$ cat src/rtl/core/char_lcd_cursor_translator_defines.svh
// assertion macros shared by the lcd translator
`ifndef CHAR_LCD_CURSOR_TRANSLATOR_DEFINES_SVH
`define CHAR_LCD_CURSOR_TRANSLATOR_DEFINES_SVH

// same-cycle implication, sampled on aclk, off while in reset
`define CLCT_ASSERT_NOW(lbl, ante, cons, msg) \
    lbl: assert property (@(posedge aclk) disable iff (!aresetn) (ante) |-> (cons)) \
        else $error(msg);

// next-cycle implication, sampled on aclk, off while in reset
`define CLCT_ASSERT_NEXT(lbl, ante, cons, msg) \
    lbl: assert property (@(posedge aclk) disable iff (!aresetn) (ante) |=> (cons)) \
        else $error(msg);

`endif

$ cat src/rtl/core/clct_pkg.sv
package clct_pkg;

    localparam logic [7:0] CH_BELL   = 8'h07;
    localparam logic [7:0] CH_BS     = 8'h08;
    localparam logic [7:0] CH_TAB    = 8'h09;
    localparam logic [7:0] CH_LF     = 8'h0A;
    localparam logic [7:0] CH_VT     = 8'h0B;
    localparam logic [7:0] CH_FF     = 8'h0C;
    localparam logic [7:0] CH_CR     = 8'h0D;
    localparam logic [7:0] CH_STAR   = 8'h2A;

    localparam logic [7:0] CMD_CLEAR    = 8'h01;
    localparam logic [7:0] CMD_SET_ADDR = 8'h80;

    localparam logic [2:0] CFG_COLUMNS    = 3'd0;
    localparam logic [2:0] CFG_ROWS       = 3'd1;
    localparam logic [2:0] CFG_ROW_BASE_0 = 3'd2;
    localparam logic [2:0] CFG_ROW_BASE_1 = 3'd3;
    localparam logic [2:0] CFG_ROW_BASE_2 = 3'd4;
    localparam logic [2:0] CFG_ROW_BASE_3 = 3'd5;

    typedef struct packed {
        logic [6:0]       columns;
        logic [2:0]       rows;
        logic [3:0][6:0]  row_base;
    } cfg_t;

    typedef struct packed {
        logic       rs;
        logic [7:0] data;
        logic       last;
    } word_t;

    typedef struct packed {
        logic  two;
        word_t first;
        word_t second;
    } req_t;

    function automatic logic [7:0] set_addr(input logic [6:0] base, input logic [5:0] col);
        logic [6:0] sum;
        sum = base + {1'b0, col};
        return CMD_SET_ADDR | {1'b0, sum};
    endfunction

endpackage

$ cat src/rtl/core/char_lcd_cursor_translator.sv
// words of a taken character are registered in the output queue, then offered
// throughput: one character a cycle while each yields one word and the sink
// never stalls, fewer at a row end (two words), set by the single output port
// a four-word output queue lets input run on while the sink stalls
// reset: aresetn synchronous active low, cursor to row 0 column 0, queue empty,
// registers to 16 columns, 2 rows, row bases 0, 64, 16, 80
`include "char_lcd_cursor_translator_defines.svh"

module char_lcd_cursor_translator (
    input  logic        aclk,
    input  logic        aresetn,
    input  logic        s_valid,
    output logic        s_ready,
    input  logic [7:0]  s_character,
    output logic        m_valid,
    input  logic        m_ready,
    output logic        m_register_select,
    output logic [7:0]  m_write_byte,
    output logic        m_last,
    input  logic        cfg_valid,
    output logic        cfg_ready,
    input  logic [2:0]  cfg_index,
    input  logic [6:0]  cfg_data
);

    clct_pkg::cfg_t  cfg;
    clct_pkg::req_t  req;
    clct_pkg::word_t out_word;
    logic            take;

    assign cfg_ready = 1'b1;
    assign take      = s_valid && s_ready;

    clct_cfg u_cfg (
        .aclk      (aclk),
        .aresetn   (aresetn),
        .cfg_wr    (cfg_valid && cfg_ready),
        .cfg_index (cfg_index),
        .cfg_data  (cfg_data),
        .cfg       (cfg)
    );

    clct_cursor u_cursor (
        .aclk      (aclk),
        .aresetn   (aresetn),
        .take      (take),
        .character (s_character),
        .cfg       (cfg),
        .req       (req)
    );

    clct_outq u_outq (
        .aclk      (aclk),
        .aresetn   (aresetn),
        .push      (take),
        .req       (req),
        .room      (s_ready),
        .out_valid (m_valid),
        .out_ready (m_ready),
        .out_word  (out_word)
    );

    assign m_register_select = out_word.rs;
    assign m_write_byte      = out_word.data;
    assign m_last            = out_word.last;

    `CLCT_ASSERT_NEXT(a_take_gives_word, take, m_valid, "accepted character produced no word")
    `CLCT_ASSERT_NOW(a_stall_only_when_full, !s_ready, m_valid, "input stalled with queue empty")
    `CLCT_ASSERT_NOW(a_command_form, m_valid && !m_register_select,
        m_write_byte[7] || m_write_byte == clct_pkg::CMD_CLEAR, "malformed command word")

endmodule

$ cat src/rtl/core/clct_cfg.sv
module clct_cfg (
    input  logic              aclk,
    input  logic              aresetn,
    input  logic              cfg_wr,
    input  logic [2:0]        cfg_index,
    input  logic [6:0]        cfg_data,
    output clct_pkg::cfg_t    cfg
);

    clct_pkg::cfg_t cfg_reg;

    always_ff @(posedge aclk) begin
        if (!aresetn) begin
            cfg_reg.columns     <= 7'd16;
            cfg_reg.rows        <= 3'd2;
            cfg_reg.row_base[0] <= 7'd0;
            cfg_reg.row_base[1] <= 7'd64;
            cfg_reg.row_base[2] <= 7'd16;
            cfg_reg.row_base[3] <= 7'd80;
        end else if (cfg_wr) begin
            unique case (cfg_index)
                clct_pkg::CFG_COLUMNS:    cfg_reg.columns     <= cfg_data;
                clct_pkg::CFG_ROWS:       cfg_reg.rows        <= cfg_data[2:0];
                clct_pkg::CFG_ROW_BASE_0: cfg_reg.row_base[0] <= cfg_data;
                clct_pkg::CFG_ROW_BASE_1: cfg_reg.row_base[1] <= cfg_data;
                clct_pkg::CFG_ROW_BASE_2: cfg_reg.row_base[2] <= cfg_data;
                clct_pkg::CFG_ROW_BASE_3: cfg_reg.row_base[3] <= cfg_data;
                default: ;
            endcase
        end
    end

    assign cfg = cfg_reg;

endmodule

$ cat src/rtl/core/clct_cursor.sv
module clct_cursor (
    input  logic              aclk,
    input  logic              aresetn,
    input  logic              take,
    input  logic [7:0]        character,
    input  clct_pkg::cfg_t    cfg,
    output clct_pkg::req_t    req
);

    logic [1:0] cursor_row_reg, cursor_row_next;
    logic [5:0] cursor_column_reg, cursor_column_next;
    logic [5:0] last_col;
    logic [1:0] last_row;
    logic       col_at_end, col_past, row_at_end, row_past;
    logic [1:0] row_down;

    // clamp the register values to the usable range
    always_comb begin
        if (cfg.columns == 7'd0)
            last_col = 6'd0;
        else if (cfg.columns >= 7'd64)
            last_col = 6'd63;
        else
            last_col = cfg.columns[5:0] - 6'd1;
        if (cfg.rows == 3'd0)
            last_row = 2'd0;
        else if (cfg.rows >= 3'd4)
            last_row = 2'd3;
        else
            last_row = cfg.rows[1:0] - 2'd1;
    end

    assign col_at_end = cursor_column_reg >= last_col;
    assign col_past   = cursor_column_reg > last_col;
    assign row_at_end = cursor_row_reg >= last_row;
    assign row_past   = cursor_row_reg > last_row;
    assign row_down   = row_at_end ? 2'd0 : cursor_row_reg + 2'd1;

    always_comb begin
        cursor_row_next    = cursor_row_reg;
        cursor_column_next = cursor_column_reg;
        unique case (character)
            clct_pkg::CH_FF: begin
                cursor_row_next    = 2'd0;
                cursor_column_next = 6'd0;
            end
            clct_pkg::CH_CR: cursor_column_next = 6'd0;
            clct_pkg::CH_BS: begin
                if (cursor_column_reg == 6'd0 || col_past)
                    cursor_column_next = last_col;
                else
                    cursor_column_next = cursor_column_reg - 6'd1;
            end
            clct_pkg::CH_TAB:
                cursor_column_next = col_at_end ? 6'd0 : cursor_column_reg + 6'd1;
            clct_pkg::CH_VT: begin
                if (cursor_row_reg == 2'd0 || row_past)
                    cursor_row_next = last_row;
                else
                    cursor_row_next = cursor_row_reg - 2'd1;
            end
            clct_pkg::CH_LF:   cursor_row_next = row_down;
            clct_pkg::CH_BELL: ;
            default: begin
                if (col_at_end) begin
                    cursor_column_next = 6'd0;
                    cursor_row_next    = row_down;
                end else begin
                    cursor_column_next = cursor_column_reg + 6'd1;
                end
            end
        endcase
    end

    // words for this character, addressed from the updated cursor
    always_comb begin
        req.two         = 1'b0;
        req.first.rs    = 1'b0;
        req.first.last  = 1'b1;
        req.first.data  = clct_pkg::set_addr(cfg.row_base[cursor_row_next],
                                             cursor_column_next);
        req.second.rs   = 1'b0;
        req.second.last = 1'b1;
        req.second.data = req.first.data;
        unique case (character) inside
            clct_pkg::CH_FF: req.first.data = clct_pkg::CMD_CLEAR;
            clct_pkg::CH_CR, clct_pkg::CH_BS, clct_pkg::CH_TAB,
            clct_pkg::CH_VT, clct_pkg::CH_LF: ;
            clct_pkg::CH_BELL: begin
                req.first.rs   = 1'b1;
                req.first.data = clct_pkg::CH_STAR;
            end
            default: begin
                req.first.rs   = 1'b1;
                req.first.data = character;
                req.first.last = !col_at_end;
                req.two        = col_at_end;
            end
        endcase
    end

    always_ff @(posedge aclk) begin
        if (!aresetn) begin
            cursor_row_reg    <= 2'd0;
            cursor_column_reg <= 6'd0;
        end else if (take) begin
            cursor_row_reg    <= cursor_row_next;
            cursor_column_reg <= cursor_column_next;
        end
    end

endmodule

$ cat src/rtl/core/clct_outq.sv
module clct_outq (
    input  logic              aclk,
    input  logic              aresetn,
    input  logic              push,
    input  clct_pkg::req_t    req,
    output logic              room,
    output logic              out_valid,
    input  logic              out_ready,
    output clct_pkg::word_t   out_word
);

    localparam int DEPTH = 4;

    clct_pkg::word_t mem [DEPTH];
    logic [1:0] wr_ptr_reg, wr_ptr_next;
    logic [1:0] rd_ptr_reg, rd_ptr_next;
    logic [2:0] count_reg, count_next;
    logic       pop;
    logic [1:0] push_n;

    assign pop       = out_valid && out_ready;
    assign push_n    = push ? (req.two ? 2'd2 : 2'd1) : 2'd0;
    assign out_valid = count_reg != 3'd0;
    assign out_word  = mem[rd_ptr_reg];
    // space for a two-word character
    assign room      = count_reg <= 3'(DEPTH - 2);

    always_comb begin
        wr_ptr_next = wr_ptr_reg + push_n;
        rd_ptr_next = rd_ptr_reg + {1'b0, pop};
        count_next  = count_reg + {1'b0, push_n} - {2'b00, pop};
    end

    always_ff @(posedge aclk) begin
        if (push) begin
            mem[wr_ptr_reg] <= req.first;
            if (req.two)
                mem[wr_ptr_reg + 2'd1] <= req.second;
        end
    end

    always_ff @(posedge aclk) begin
        if (!aresetn) begin
            wr_ptr_reg <= 2'd0;
            rd_ptr_reg <= 2'd0;
            count_reg  <= 3'd0;
        end else begin
            wr_ptr_reg <= wr_ptr_next;
            rd_ptr_reg <= rd_ptr_next;
            count_reg  <= count_next;
        end
    end

endmodule
$ cat config.mk
export PLATFORM = sky130hd
export DESIGN_NAME = char_lcd_cursor_translator
export DESIGN_NICKNAME = d
export VERILOG_FILES = /design/src/rtl/core/clct_pkg.sv /design/src/rtl/core/char_lcd_cursor_translator.sv /design/src/rtl/core/clct_cfg.sv /design/src/rtl/core/clct_cursor.sv /design/src/rtl/core/clct_outq.sv
export VERILOG_INCLUDE_DIRS = /design/src /design/src/rtl/core
export SDC_FILE = /design/constraint.sdc
export NUM_CORES = 1
export LEC_CHECK = 0
export BUFFER_PORTS_ARGS = -buffer_cell sky130_fd_sc_hd__clkbuf_2
export CAP_MARGIN = 30
export CORE_ASPECT_RATIO = 0.8
export CORE_MARGIN = 2
export CORE_UTILIZATION = 60
export CTS_CLUSTER_SIZE = 40
export DETAILED_ROUTE_END_ITERATION = 10
export HOLD_SLACK_MARGIN = 0.03
export PLACE_DENSITY_LB_ADDON = 0.2
export SYNTH_ARGS = -nofsm -noshare
export SYNTH_HDL_FRONTEND = slang
export SYNTH_SLANG_ARGS = --single-unit
$ cat constraint.sdc
create_clock -name aclk -period 6.28 [get_ports aclk]
set_clock_uncertainty 0.15 [all_clocks]
set_input_delay 0.314 -clock aclk [delete_from_list [all_inputs] [get_ports aclk]]
set_output_delay 0.314 -clock aclk [all_outputs]
set_load 0.01 [all_outputs]
==> results of run 1 <==
==> path summary, 6_finish.rpt <==
path,startpoint,end,cells after the start
setup reg to reg,u_cfg.cfg[33]$_SDFFE_PN0P_,u_outq.mem[3][4]$_DFFE_PP_,19
hold reg to reg,u_outq.mem[3][0]$_SDFFE_PP1P_,u_outq.mem[3][0]$_SDFFE_PP1P_,1
setup / recovery,u_cfg.cfg[33]$_SDFFE_PN0P_,u_outq.mem[3][4]$_DFFE_PP_,19
hold / removal,cfg_data[3],u_cfg.cfg[10]$_SDFFE_PN0P_,3
==> layout by cell type, fill, tap and decap left out, types with 4 or more instances in the layout <==
cell type  Yosys  final
inv_1         19     19
o22ai_1       12     12
a21boi_0      17     17
clkbuf_16      0     10
nor2_1        45     45
and2_1         9      9
a211oi_1       4      4
and3_1         4      4
o21ai_0       25     25
o211ai_1       5      5
nand2b_1      10     10
or2_2          5      5
a21oi_1       29     29
a21o_1         9      9
ha_1          25     25
o21a_1         7      7
clkbuf_2       0     34
xor2_1         8      8
nor3_1        12     12
a22o_1         4      4
xnor2_1        8      8
o21ai_1        5      5
dfxtp_1       65     65
nand3_1       15     15
mux2i_1       27     27
nand2_1       90     90
mux2_2         8      8
edfxtp_1      28     28
or3_1          4      4
mux4_2        10     10
nor3b_1        5      5
nor2b_1       20     20
==> power by group through the flow <==
stage               Clock, uW  Combinational (uW)  Sequential, uW
floorplan                   0                 698             791
detailed placement          0                 892             843
global route              568                1010             844
global placement            0                 860             837
finish                    541                 910             833
CTS                       546                 899             830
==> cells in the mapped netlist (7+ instances only) <==
cell type,count
a21boi_0,17
a21o_1,9
a21oi_1,29
and2_1,9
clkbuf_1,26
dfxtp_1,65
edfxtp_1,28
ha_1,25
inv_1,19
mux2_2,8
mux2i_1,27
mux4_2,10
nand2_1,90
nand2b_1,10
nand3_1,15
nor2_1,45
nor2b_1,20
nor3_1,12
o21a_1,7
o21ai_0,25
o22ai_1,12
xnor2_1,8
xor2_1,8
==> tightest hold or removal path: cells and delay by family <==
family / cells / cell delay, ps
and+or+nand+nor: 1 / 70
buffers and inverters: 1 / 130
AOI/OAI and AO/OA: 1 / 60
==> kinds of logic (layout without fill, tap and decap cells) <==
logic type / count (synthesis) / count (layout) / share of synthesized area, %
other cells: 1 / 1 / 0.06876
mux: 46 / 46 / 11.01
flops: 93 / 93 / 39.28
compound gates: 138 / 138 / 16.68
buf+inv: 48 / 72 / 3.441
fa+ha+maj: 29 / 29 / 6.882
simple gates: 226 / 226 / 19.78
xor+xnor: 17 / 17 / 2.868
==> metrics by stage <==
step                      instances  util (%)  power, uW
after floorplan                 598         -       1489
after global placement          720     63.25       1697
after detailed placement        721     63.30       1735
after CTS                       737     66.60       2276
after global routing            737     66.67       2419
final                           737     66.67       2284
==> cell type report <==
class | count | area [sq um]
Clock buffer | 12 | 267.8
Clock inverter | 4 | 27.53
Fill cell | 720 | 2987
Inverter | 19 | 71.32
Multi-Input combinational cell | 457 | 3131
Sequential cell | 93 | 2142
Tap cell | 115 | 143.9
Timing Repair Buffer | 37 | 190.2
==> routing by layer <==
layer | wire, um | vias up | global-route usage (%)
met4 | 199 | 0 | 10.11
met5 | 0 | - | 0
li1 | - | 2170 | -
met1 | 5982 | 2132 | 37.61
met2 | 5939 | 214 | 43.34
met3 | 1287 | 23 | 8.610
==> what timing repair did <==
item / 4_1_cts / 5_1_grt
hold buffers: 0 / 0
setup buffers: 0 / 0
resized for setup: 0 / 1
endpoints found under the setup margin: 0 / 4
==> results.tsv, run 1 <==
metric	value	unit
RSZ-0062 raised after global routing	no	
Setup WS post-layout	587.4	ps
Pwr Density	382.4	nW/um^2
fmax	175.7	MHz
wire per inst	18.19	um
hpwl dp	9.843	mm
Sink Count	93	
critical path's largest stage delay	420	ps
GRT Util Overall	27.93	%
Worst Setup Start Kind	flip-flop	
Reg power frac	36.5	%
slowest CP cell	a21oi_1	
via count	4539	
critical-path cell list	nor3_1, nand3_1, a211oi_1, ha_1, a21oi_1, o21ai_0, o21ai_0, o21ai_0, buf_2, mux2i_1, a222oi_1, inv_1, ha_1, a21o_1, a21oi_1, xor2_1, o21ai_0, a21oi_1, o22ai_1	
Final setup viols	0	
Worst Hold Class	in -> reg	
pin count of the biggest net entering global routing	54	
max cap viols	0	
post-synthesis sequential area ratio	39.28	%
most frequent CP cell	o21ai_0	
Slew @ Worst Pin	898.3	ps
Crit path buffers/inverters	2	
Synth area leaders	dfxtp_1, edfxtp_1, nand2_1	
cell area after layout	5973	sq um
switching power share of the total	37.40	%
combinational group share of total power	39.9	%
Final Hold Fails	0	
Reg clk slew, reported paths	60	ps
chip height	89.28	um
r2r setup slk	590	ps
Final Cycle Share	90.65	%
Detailed Route WL	13.41	mm
Core Region	8960	sq um
share of layout cells above drive strength 1	13.67	%
Max VDD drop	0.2704	mV
count of buffers from port buffering	34	
Nets	667	
dpl cell area	5672	sq um
switching power total	854.4	uW
GR Overflow Total	0	
htree depth	3	
Crit path max-delay family	compound AO/OA/AOI/OAI gates	
crit path kind	reg -> reg	
post-synthesis register bit count	93	
setup TNS	0	ps
FFs w/ async S/R, synth	0	%
DRC	0	
library cells used by synthesis	57	
post-synthesis instance total	598	
Max transition margin	40.12	%
Post-Syn Area per Cell	9.120	sq um
Antenna diodes	0	
# rows	31	
initial core utilization	60.87	%
Ports	36	
Die Width	110.6	um
Yosys Warn Count	0	
vias in the first global route	4293	
outcome	completed	
Worst-Skew Late Latency	340	ps
Synth-to-Final Area Change	9.521	%
CTS tree	done	
Primary FF master, synth	dfxtp_1	
top-area cell type share of the netlist area	23.86	%
static leakage	0.002408	uW
Detailed Routing Iterations Pass 1	5	
Place WS	581.6	ps
CTS Buf Count	9	
final antenna-violating net count	0	
CTS Buffer Depth	2	
CP arrival	5610	ps
hold_ws	140.0	ps
max-slew violations	0	
clock share of power	23.7	%
syn nets	648	
die area	9873	sq um
Root Driver	clkbuf_16	
Vias/cell	6.159	
antenna violations before repair	0	
worst endpoint required time	6200	ps
number of flip-flops in the largest register	40	
Cell Area, Synth	5454	sq um
routability cong.	0.9321	
1st-iter DRT viols	385	
Synth area leader	dfxtp_1	
Crit Path Max Fanout	7	
Int Pwr	1430	uW
number of synthesized flops with an enable pin	28	
global-route wire length before repair	21.56	mm
CP Capture Type	flip-flop	
Tmin final	5693	ps
Power figures use the tool's default switching activity.
==> run 2, diff against run 1 <==
- ABC_AREA: not set -> 1
==> run 2 against run 1 <==
Against the previous run:
- hold slack got worse by 15 ps
- non-clock buffer count is 1 higher
- power shrank 2.6%
- flip-flop and latch count did not move
- design area decreased by 2.4%
- sequential power hardly changed
- critical path depth up 6
- via count up 13%
- maximum frequency rose by 15%
==> results.tsv, run 2 <==
metric	value	unit	change
outcome	completed		
Max transition margin	41.21	%	+1.1 points
post-synthesis sequential area ratio	39.99	%	+0.72 points
Antenna diodes	0		unchanged
CTS Buffer Depth	2		unchanged
global-route wire length before repair	22.50	mm	+4.4%
Nets	809		+21%
wire per inst	15.89	um	-13%
GR Overflow Total	0		unchanged
Final setup viols	0		unchanged
CP Capture Type	flip-flop		
Vias/cell	5.876		-4.6%
Die Width	109.6	um	-0.87%
CTS tree	done		
CTS Buf Count	9		unchanged
fill count	732		+1.7%
Tmin final	4955	ps	-737.3 ps
Detailed Routing Iterations Pass 1	5		unchanged
Yosys Warn Count	0		unchanged
Final Cycle Share	78.91	%	-12 points
DRC	0		unchanged
Worst Hold Class	in -> reg		
crit path kind	reg -> reg		
hpwl dp	10.52	mm	+6.9%
Post-Layout Cell Count	876		+19%
number of synthesized flops with an enable pin	28		unchanged
CP arrival	4930	ps	-680 ps
cts hold-fix bufs	0		unchanged
fmax	201.8	MHz	+15%
final antenna-violating net count	0		unchanged
Synth area leaders	dfxtp_1, edfxtp_1, nor2_1		
Detailed Route WL	13.92	mm	+3.8%
setup TNS	0	ps	unchanged
post-CTS resize count	0		unchanged
worst endpoint required time	6250	ps	+50 ps
Inst Count DP	860		+19%
number of flip-flops in the largest register	40		unchanged
max-slew violations	0		unchanged
count of buffers from port buffering	34		unchanged
top-area cell type share of the netlist area	24.29	%	+0.43 points
post-synthesis register bit count	93		unchanged
antenna violations before repair	0		unchanged
Reg power frac	37.5	%	+1.0 points
Final Hold Fails	0		unchanged
most common cell in the synthesized netlist	nor2_1		
Cell Area, Synth	5356	sq um	-1.8%
Synth-to-Final Area Change	8.853	%	
switching power total	951.6	uW	+11%
initial core utilization	62.59	%	+1.7 points
Core Region	8558	sq um	-4.5%
pin count of the biggest net entering global routing	46		-15%
die area	9704	sq um	-1.7%
library cells used by synthesis	41		-28%
register area	2142	sq um	unchanged
vias in the first global route	4719		+9.9%
Worst Setup Start Kind	flip-flop		
most common cell after layout, fill and taps aside	nor2_1		
max cap viols	0		unchanged
RSZ-0062 raised after global routing	no		
htree depth	3		unchanged
Primary FF master, synth	dfxtp_1		
static leakage	0.002636	uW	+9.5%
syn nets	776		+20%
Slew @ Worst Pin	880.7	ps	-17.60 ps
Pwr Density	381.6	nW/um^2	-0.21%
Worst Reg-to-Reg Cells	25		+6
most frequent cells in the layout	nor2_1, o21ai_0, nand2_1		
switching power share of the total	42.77	%	+5.4 points
GRT Util Overall	29.93	%	+2.0 points
1st-iter DRT viols	532		+38%
Multi-input gate area	2800	sq um	-11%
combinational group share of total power	44.3	%	+4.4 points
Int Pwr	1274	uW	-11%
Worst-Skew Late Latency	370	ps	+30 ps
chip height	88.51	um	-0.86%
most frequent cells after synthesis	nor2_1, o21ai_0, nand2_1		
# rows	30		-3.2%
routability cong.	0.9601		+3.0%
hold depth	3		unchanged
Ports	36		unchanged
post-synthesis instance total	726		+21%
clock share of power	18.2	%	-5.5 points
Root Driver	clkbuf_8		
FFs w/ async S/R, synth	0	%	unchanged
setup bufs post-CTS	0		unchanged
Reg clk slew, reported paths	100	ps	+40 ps
Post-Syn Area per Cell	7.378	sq um	-19%
share of layout cells above drive strength 1	10.21	%	-3.5 points
Max VDD drop	0.2597	mV	-3.9%
Crit Path Max Fanout	17		+10
via count	5147		+13%
Sink Count	93		unchanged
Synth area leader	dfxtp_1		
==> run 2: cell count changes in the layout (fill, tap and decap cells not counted), moves of 10 or more <==
cell and change:
o21ai_0 +74, o22ai_1 +20, nor2_1 +95, inv_1 +66
nor2b_1 -20, a21boi_0 -16, clkbuf_8 +10, mux2i_1 -27
nand2b_1 -10, mux4_2 -10, nand3_1 +14
==> run 2: cell families (layout without fill, tap and decap cells) <==
group	count (synthesis)	after routing	share of synthesized area (%)
XOR/XNOR	18	18	3.224
other	1	1	0.07001
AO/OA/AOI/OAI	184	184	18.97
AND/OR/NAND/NOR	294	294	23.43
buffers and inverters	109	147	7.732
flip-flops	93	93	39.99
adder cells (fa/ha/maj)	27	27	6.587
==> run 2: metal layers <==
layer  vias up  global-route usage (%)  wire length (um)
met3        21                   8.689              1562
li1       2486                       -                 -
met4         0                   7.480               170
met1      2387                   42.18              6183
met5         -                       0                 0
met2       253                   45.51              6006
==> run 2: worst max-delay path, stage by stage (launching register included) <==
cell	delay (ps)
dfxtp_1	310
inv_1	140
ha_1	160
nor3b_1	170
nand4_1	230
o21ai_0	190
ha_1	290
a21o_1	180
nor2_1	160
nand3_1	190
nand2_1	150
nand3_4	90
nand2_4	170
inv_1	160
o21ai_0	180
o22ai_1	100
ha_1	220
fa_1	410
a31oi_1	330
o21ai_1	130
nand2_1	80
nand3_1	170
nand3_1	150
nand2_2	80
nand2_1	70
nand2_1	50
==> run 2: layout make-up <==
| cell class | instances | share of cell area [%] |
|---|---|---|
| tap | 112 | 2.403 |
| sequential | 93 | 36.74 |
| inverter | 93 | 6.009 |
| clock buffer | 14 | 3.155 |
| clock inverter | 2 | 0.2361 |
| multi-input combinational | 524 | 48.03 |
| timing repair buffer | 38 | 3.433 |
==> run 2: power groups by stage <==
stage	Clock (uW)	Sequential [uW]	Combinational, uW
2_1_floorplan	0	805	727
5_1_grt	428	848	1100
3_5_place_dp	0	843	964
3_3_place_gp	0	838	923
6_report	405	835	985
4_1_cts	407	830	971
==> run 2: final timing paths <==
| path | slack, ps | to | startpoint |
|---|---|---|---|
| min | 130 | u_cfg.cfg[25]$_SDFFE_PN1P_ | cfg_data[4] |
| min reg2reg | 320 | u_outq.mem[1][9]$_SDFFE_PP0P_ | u_outq.mem[1][9]$_SDFFE_PP0P_ |
| max reg2reg | 1320 | u_outq.mem[2][7]$_DFFE_PP_ | u_cfg.cfg[31]$_SDFFE_PN0P_ |
| max | 1320 | u_outq.mem[2][7]$_DFFE_PP_ | u_cfg.cfg[31]$_SDFFE_PN0P_ |
==> run 2: stage by stage <==
step | util [%] | power (uW) | hold WS, ps | area [sq um] | setup WS (ps)
global placement | 65.82 | 1761 | 298.7 | 5633 | 1648
floorplan | - | 1532 | 273.1 | 5356 | 1916
CTS | 68.13 | 2208 | 109.2 | 5831 | 1352
global route | 68.13 | 2379 | 122.5 | 5831 | 775.5
finish | 68.13 | 2225 | 125.3 | 5831 | 1325
detailed placement | 65.82 | 1808 | 302.3 | 5633 | 1380
==> run 3, diff against run 2 <==
- CORE_UTILIZATION: 60 -> 55
- clock period: 6.28 -> 4.4 ns (I/O delays scaled with it)
==> run 3 against run 2 <==
Against the previous run:
- worst setup slack got worse by 1300 ps
- sequential share of layout area fell by 3.2 points
- global-route usage fell by 0.71 points
- register-to-register slack got worse by 1300 ps
- maximum frequency rose by 14%
- core utilization decreased by 1.1 points
- critical path depth is the same
- power up 69%
- flip-flop and latch count is the same
- first-iteration DRC count is 12% higher
- die area increased by 8.7%
- hold slack got worse by 79 ps
==> results.tsv, run 3 (same netlist as run 2, synthesis figures left out) <==
metric	value	unit	change
CTS Buf Count	9		unchanged
Worst Hold End	u_cfg.cfg[18]$_SDFFE_PN1P_		
Detailed Routing Iterations Pass 1	5		unchanged
Vias/cell	5.764		-1.9%
Setup WS post-layout	48.70	ps	-1276 ps
# rows	32		+6.7%
number of flip-flops in the largest register	40		unchanged
Crit Path Max Fanout	6		-11
RSZ-0062 raised after global routing	yes		
most common cell after layout, fill and taps aside	nor2_1		
Root Driver	clkbuf_16		
reg2reg end	u_outq.mem[3][7]$_DFFE_PP_		
die area	10550	sq um	+8.7%
pin count of the biggest net entering global routing	46		unchanged
most frequent cells in the layout	nor2_1, nand2_1, inv_1, o21ai_0, dfxtp_1		
hold_ws	46.15	ps	-79.17 ps
Max VDD drop	0.3531	mV	+36%
antenna violations before repair	0		unchanged
Ports	36		unchanged
Worst Reg-to-Reg Cells	25		unchanged
Place WS	-211.2	ps	-1591 ps
hold depth	3		unchanged
initial core utilization	55.98	%	-6.6 points
cts hold-fix bufs	0		unchanged
total length of routed met3 wires	1.496	mm	-4.2%
dpl cell area	5724	sq um	+1.6%
r2r setup slk	50	ps	-1280 ps
FF-to-FF Start	u_cfg.cfg[32]$_SDFFE_PN0P_		
chip height	92.27	um	+4.2%
outcome	completed		
fmax	229.8	MHz	+14%
global-route wire length before repair	23.94	mm	+6.4%
final antenna-violating net count	0		unchanged
Final Cycle Share	98.89	%	+20 points
Nets	836		+3.3%
Worst Setup Start Kind	flip-flop		
Antenna diodes	0		unchanged
share of layout cells above drive strength 1	19.34	%	+9.1 points
DRC	0		unchanged
Detailed Route WL	15.19	mm	+9.1%
wire per inst	16.70	um	+5.1%
Hold Crit Start	cfg_data[4]		
Sink Count	93		unchanged
Reg clk slew, reported paths	70	ps	-30 ps
GRT Util Overall	29.22	%	-0.71 points
htree depth	3		unchanged
via count	5245		+1.9%
CP arrival	4310	ps	-620 ps
routability cong.	0.9650		+0.51%
max cap viols	0		unchanged
vias in the first global route	4868		+3.2%
Slew @ Worst Pin	815.7	ps	-65.00 ps
CP Capture Type	flip-flop		
Worst-Skew Late Latency	350	ps	-20 ps
CTS tree	done		
metal2 WL	6.815	mm	+13%
Pwr Density	586.8	nW/um^2	+54%
1st-iter DRT viols	597		+12%
Final setup viols	0		unchanged
Max transition margin	45.55	%	+4.3 points
CTS Buffer Depth	2		unchanged
worst endpoint required time	4360	ps	-1890 ps
Metal-1 WL	6.636	mm	+7.3%
static leakage	0.002838	uW	+7.6%
Tmin final	4351	ps	-604.0 ps
Die Width	114.3	um	+4.3%
DR top layer	met4		
max-slew violations	0		unchanged
count of buffers from port buffering	34		unchanged
hpwl dp	10.80	mm	+2.7%
Core Region	9569	sq um	+12%
cell area after layout	6410	sq um	+9.9%
crit path kind	reg -> reg		
Final Hold Fails	0		unchanged
Worst Hold Class	in -> reg		
setup TNS	0	ps	unchanged
Synth-to-Final Area Change	19.67	%	
GR Overflow Total	0		unchanged
==> run 3: cell count changes in the layout (fill, tap and decap cells not counted), sizes merged <==
| cell | change |
|---|---|
| clkinvlp | +3 |
| nand2 | +1 |
| clkinv | +1 |
| buf | +25 |
| inv | -1 |
| clkbuf | -2 |
==> run 3: worst max path at each step <==
stage	start	to	slack, ps	cells after the start
detailed placement	u_cfg.cfg[31]$_SDFFE_PN0P_	u_outq.mem[1][6]$_DFFE_PP_	-210	27
CTS	u_cfg.cfg[31]$_SDFFE_PN0P_	u_outq.mem[1][6]$_DFFE_PP_	5	29
global route	u_cfg.cfg[32]$_SDFFE_PN0P_	u_outq.mem[1][7]$_DFFE_PP_	-200	27
global placement	u_cfg.cfg[31]$_SDFFE_PN0P_	u_outq.mem[3][6]$_DFFE_PP_	40	27
finish	u_cfg.cfg[32]$_SDFFE_PN0P_	u_outq.mem[3][7]$_DFFE_PP_	50	25
floorplan	u_cfg.cfg[31]$_SDFFE_PN0P_	u_outq.mem[1][7]$_DFFE_PP_	40	26
==> run 3: worst max-delay path, stage by stage, from the launching register on <==
cell and delay [ps]:
dfxtp_4 360, inv_4 60, ha_4 110, nor3b_2 180, nand4_1 180, buf_4 190, o21ai_2 60, ha_1 270
a21o_1 200, nor2_4 130, nand3_2 90, nand2_2 90, nand3_4 130, nand2_8 120, clkinvlp_4 170, o21ai_2 170
o22ai_1 100, ha_2 190, fa_2 400, a31oi_4 170, o21ai_1 100, nand2_1 100, nand3_2 90, buf_4 160
nand3_1 80, nand2_1 60
==> run 3: through the flow <==
stage	utilization, %	total power [uW]	std cells
3_5_place_dp	59.82	2705	878
2_1_floorplan	-	2186	726
6_report	66.98	3761	910
5_1_grt	66.98	3995	910
3_3_place_gp	59.82	2648	878
4_1_cts	63.69	3527	899
==> run 3: what timing repair did <==
item / in CTS / in global routing
pin swaps: 6 / 29
resized for setup: 12 / 71
setup buffers: 4 / 10
setup endpoints to repair: 24 / 28
gates cloned: 1 / 1
==> run 3: report_power, final <==
part           switching (uW)  total [uW]  leakage [uW]  internal, uW
combinational            1080        1790       0.00192           707
clock                     342         778      0.000144           436
sequential                125        1190      0.000773          1070
==> run 3: final cells by class <==
class,count,area (sq um)
Fill cell,762,3159
Sequential cell,93,2148
Clock buffer,12,267.8
Timing Repair inverter,1,7.507
Inverter,93,366.6
Multi-Input combinational cell,525,3045
Clock inverter,4,30.03
Tap cell,119,148.9
Timing Repair Buffer,63,395.4
==> run 3: metal layers <==
metal	global-route usage, %	up-vias
met3	7.204	26
met1	41.81	2416
met4	7.419	0
li1	-	2550
met2	44.30	253
met5	0	-
